[src/sv/hts_pkg.sv]
// ----------------------------------------------------------------------------
// hts_pkg
// Shared constants and types for the height-grid triangle sampler.
// ----------------------------------------------------------------------------
package hts_pkg;

   localparam int MAX_GRID_SIDE = 256;
   localparam int ADDR_W = 16;
   localparam int STORE_DEPTH = 1 << ADDR_W;
   localparam int REG_W = 32;
   localparam int SIDE_W = 9;
   localparam int CSR_IDX_W = 3;

   localparam logic [1:0] MODE_LOAD_HEIGHT = 2'd0;
   localparam logic [1:0] MODE_LOAD_FLAGS = 2'd1;
   localparam logic [1:0] MODE_QUERY = 2'd2;

   localparam logic [CSR_IDX_W-1:0] CSR_GRID_WIDTH = 3'd0;
   localparam logic [CSR_IDX_W-1:0] CSR_GRID_HEIGHT = 3'd1;
   localparam logic [CSR_IDX_W-1:0] CSR_ORIGIN_X = 3'd2;
   localparam logic [CSR_IDX_W-1:0] CSR_ORIGIN_Y = 3'd3;
   localparam logic [CSR_IDX_W-1:0] CSR_INV_X = 3'd4;
   localparam logic [CSR_IDX_W-1:0] CSR_INV_Y = 3'd5;

   localparam logic [16:0] ONE_Q16 = 17'h10000;

   // per-axis mapping result
   typedef struct packed {
      logic       ok;
      logic [7:0] cell_idx;
      logic [16:0] frac;
   } axis_type;

endpackage

[src/sv/hts_axis_map.sv]
// ----------------------------------------------------------------------------
// hts_axis_map
// Three-stage mapping of one query coordinate onto the grid: subtract origin,
// scale by reciprocal spacing (two 16x32 partial products), bound and split.
// ----------------------------------------------------------------------------
module hts_axis_map
   import hts_pkg::*;
#(
   parameter int SIDE_W_P = 9
) (
   input  logic                clock,
   input  logic                en,
   input  logic signed [31:0]  q,
   input  logic signed [31:0]  org,
   input  logic [31:0]         inv,
   input  logic [SIDE_W_P-1:0] side,
   output axis_type            axis_out
);

   logic signed [32:0] d_in;
   logic [31:0] d_ff;
   logic [47:0] phi_ff;
   logic [47:0] plo_ff;
   logic        neg_ff;
   logic [48:0] g;
   logic [48:0] lim;
   logic [48:0] c;
   logic [48:0] f;
   logic [48:0] cmax;
   axis_type    res_ff;

   assign d_in = 33'(q) - 33'(org);

   // stage A: difference; stage B: partial products; stage C: bound and split
   always_ff @(posedge clock) begin
      if (en) begin
         d_ff   <= d_in[31:0];
         neg_ff <= d_in[32];
         phi_ff <= 48'({d_ff[31:16]}) * 48'(inv);
         plo_ff <= (48'({d_ff[15:0]}) * 48'(inv)) >> 16;
      end
   end

   logic neg_b_ff;
   always_ff @(posedge clock) begin
      if (en) neg_b_ff <= neg_ff;
   end

   always_comb begin
      g    = 49'(phi_ff) + 49'(plo_ff);
      lim  = 49'(side - SIDE_W_P'(1)) << 24;
      cmax = 49'(side - SIDE_W_P'(2));
      c    = g >> 24;
      if (c > cmax) c = cmax;
      f = (g - (c << 24)) >> 8;
      if (f > 49'(ONE_Q16)) f = 49'(ONE_Q16);
   end

   always_ff @(posedge clock) begin
      if (en) begin
         res_ff.ok       <= !neg_b_ff && (g <= lim);
         res_ff.cell_idx <= c[7:0];
         res_ff.frac     <= f[16:0];
      end
   end

   assign axis_out = res_ff;

endmodule

[config.mk]
export PLATFORM = sky130hd
export DESIGN_NAME = hts_axis_map
export DESIGN_NICKNAME = d
export VERILOG_FILES = /design/src/sv/hts_pkg.sv /design/src/sv/hts_axis_map.sv
export SDC_FILE = /design/constraint.sdc
export NUM_CORES = 2
export LEC_CHECK = 0
export ABC_CLOCK_PERIOD_IN_PS = 8720
export BUFFER_PORTS_ARGS = -buffer_cell sky130_fd_sc_hd__buf_4
export CORE_MARGIN = 4
export CORE_UTILIZATION = 55
export DETAILED_ROUTE_END_ITERATION = 16
export GPL_TIMING_DRIVEN = 0
export HOLD_SLACK_MARGIN = 0.1
export PLACE_DENSITY = 0.69
export SYNTH_ARGS = -nofsm -noshare
export SYNTH_HDL_FRONTEND = slang
export SYNTH_SLANG_ARGS = --single-unit
[constraint.sdc]
create_clock -name clock -period 8.72 [get_ports clock]
set_input_delay 0.436 -clock clock [delete_from_list [all_inputs] [get_ports clock]]
set_output_delay 0.436 -clock clock [all_outputs]
set_load 0.01 [all_outputs]
==> flow_metrics.tcl <==
set metrics [dict create \
    fp-row-count 100 \
    place_ws_ns -1.009 \
    crit_top_cell "fa_1" \
    worstSetupPathType "flop to flop" \
    hp-class "primary input to flop" \
    start_util_pct 55.41 \
    ys_types 81 \
    gr-usage-met2_pct 50.11 \
    drtIter0Drc 2471 \
    crit_path_end_kind "flop" \
    fin_ws_ns 0.4040 \
    synth_enable_flop_cells 140 \
    root_buffer "clkbuf_16" \
    syn_area_um2 41250 \
    drc 0 \
    gp_congestion 0.9947 \
    grt_pass1_wl_um 193200 \
    synthTopCellsByArea "fa_1 (41%), ha_1 (11%), edfxtp_1 (10%)" \
    critPathMaxFanout 10 \
    die_h_um 281.9 \
    hold_viol 0 \
    vias 32260 \
    vias_per_cell 5.654 \
    cts.sinks 140 \
    worst_pin_slew_ns 1.122 \
    fin_crit_sh_pct 95.37 \
    syn_inst 4556 \
    grt-ovfl-total 0 \
    grt_use_total_pct 32.29 \
    cpPeakStageDelay_ns 0.69 \
    clockBufferDepth 2 \
    antenna_left 0 \
    fin_skew_ns 0.01105 \
    cpMaxStageDelayCell "clkbuf_1" \
    synth_top_area_share_pct 40.67 \
    seq_area_frac_synth_pct 10.19 \
    yosys-top-cells-count "inv_1 (860), nand2_1 (856), fa_1 (838), ha_1 (379), and2_1 (279)" \
    layout-drive-gt1-share_pct 5.281 \
    dieWidth_um 281.9 \
    critPathBufInv 6 \
    yosys_most_used_dff "edfxtp_1" \
    use_met1_pct 44.09 \
    dp_hpwl_um 105300 \
    slew_violations 0 \
    top_usage_layer "met2" \
    cts_htree_levels 4 \
    final_nets 6045 \
    syn_to_final_growth_pct 7.871 \
    path_delay_family "adder cells" \
    io_pins 133 \
    clk_pin_slew_ns 0.07 \
    yosys_warnings 0 \
    required_ns 9.01 \
    min_to "d_ff[0]" \
    syn_avg_cell_area_um2 9.054 \
    grt_max_degree 103 \
    period_needed_ns 8.316 \
    tns_ns 0 \
    cts_buffers 17 \
    port_buffers 132 \
    synth_top_area_cell "fa_1" \
    worstHoldPathCells 3 \
    holdCritStartpoint "org[0]" \
    fmax_mhz 120.3 \
    synthArstFlopShare_pct 0 \
    first_pass_iters 8 \
    syn_nets 5880 \
    grt.met3_usage_pct 8.653 \
    slew_headroom_pct 25.23 \
    ff2ff_path_depth 25 \
    cts_tree "done" \
    setup_violations 0 \
    r2r_slack_ns 0.40 \
    yosysMostFrequentCell "inv_1" \
    ys_seq_elements 140 \
    grt_antenna_before_repair 2 \
    critPathLaunch "d_ff[18]" \
    core_um2 74450 \
    drv_cap 0 \
    critPathLaunchType "flop" \
    arrival_ns 8.61 \
    worstReg2RegStart "d_ff[18]" \
    grt_pass1_vias 33420 \
    status "finished clean" \
    rsz0062_at_grt "false" \
    r2r_end "phi_ff[42]" \
    wl_per_cell_um 21.66 \
    die_area_um2 79450 \
    wl_um 123600 \
    clkLatencyLatePin_ns 0.49 \
]
## flip-flops by register name, summed over array words and instances, names as in the netlist
name      flops
d_ff         32
neg_b_ff      1
axis_out     26
neg_ff        1
plo_ff       32
phi_ff       48
## worst min-delay path, stage by stage
cell and delay, ns:
buf_4 0.08, ha_1 0.11, inv_1 0.04
## repair_timing
action,in CTS,in global routing
resized for setup,31,25
pin swaps,2,14
hold buffers,0,0
setup endpoints to repair,17,17
setup buffers,0,14
endpoints found under the hold margin,0,0
## worst max path at each step
| stage | depth (start not counted) | end |
|---|---|---|
| after detailed placement | 35 | axis_out[16] |
| after global routing | 34 | axis_out[16] |
| final | 25 | phi_ff[42] |
| after global placement | 35 | axis_out[16] |
| after CTS | 34 | axis_out[16] |
| after floorplan | 34 | axis_out[16] |
## logic make-up after synthesis
kind of cell	after synthesis	synth area share, %
buffers and inverters	1071	9.825
DFF	140	10.19
muxes	4	0.1001
xor gates and xnor gates	164	3.482
AOI/OAI and AO/OA	502	7.959
adders and majority gates	1217	52.17
and+or+nand+nor	1458	16.28
## metal layers
layer  up-vias  wire (µm)  share of wire (%)
met3       247      13730                 11
li1      14450          -                  -
met2      1527      54380                 44
met1     16040      50070                 41
met4         0       5425                4.4
met5         -          0                  0
## stage by stage
step           hold WS, ns  instance area (µm²)  utilization (%)  cells
3_3_place_gp        0.6726                43450            58.37   5657
6_report            0.3466                44500            59.77   5706
3_5_place_dp        0.6732                43480            58.41   5658
2_1_floorplan       0.4003                41250                -   4556
4_1_cts             0.3182                44270            59.47   5689
5_1_grt             0.3492                44490            59.76   5703
## final cells by class
| cell class | instances | area (µm²) |
|---|---|---|
| Multi-Input combinational cell | 3345 | 33270 |
| Fill cell | 6588 | 29950 |
| Sequential cell | 140 | 4204 |
| Inverter | 860 | 3228 |
| Tap cell | 969 | 1212 |
| Timing Repair Buffer | 147 | 1127 |
| Buffer | 210 | 825.8 |
| Clock buffer | 17 | 425.4 |
| Clock inverter | 15 | 195.2 |
| Antenna cell | 3 | 7.507 |
## placed cells by master, fill, tap and decap left out, drive strengths merged, types with 5 or more instances in the layout
| master | instances |
|---|---|
| a2111oi | 5 |
| a31oi | 14 |
| o21bai | 25 |
| a21o | 79 |
| nand2 | 856 |
| nand2b | 22 |
| nand4 | 39 |
| fa | 838 |
| and3 | 22 |
| a21boi | 7 |
| o22ai | 8 |
| o31ai | 15 |
| nor4 | 6 |
| nor2 | 104 |
| xnor2 | 105 |
| o21a | 32 |
| nand3 | 35 |
| o211ai | 6 |
| xor2 | 59 |
| nor3 | 36 |
| inv | 870 |
| edfxtp | 140 |
| nor2b | 29 |
| a21oi | 151 |
| and2 | 279 |
| a211o | 6 |
| clkbuf | 220 |
| o21ai | 87 |
| buf | 154 |
| a211oi | 16 |
| or3 | 8 |
| ha | 379 |
Power is not shown: default switching activity piles up to over one toggle a cycle in this logic, so the estimate is an artifact.
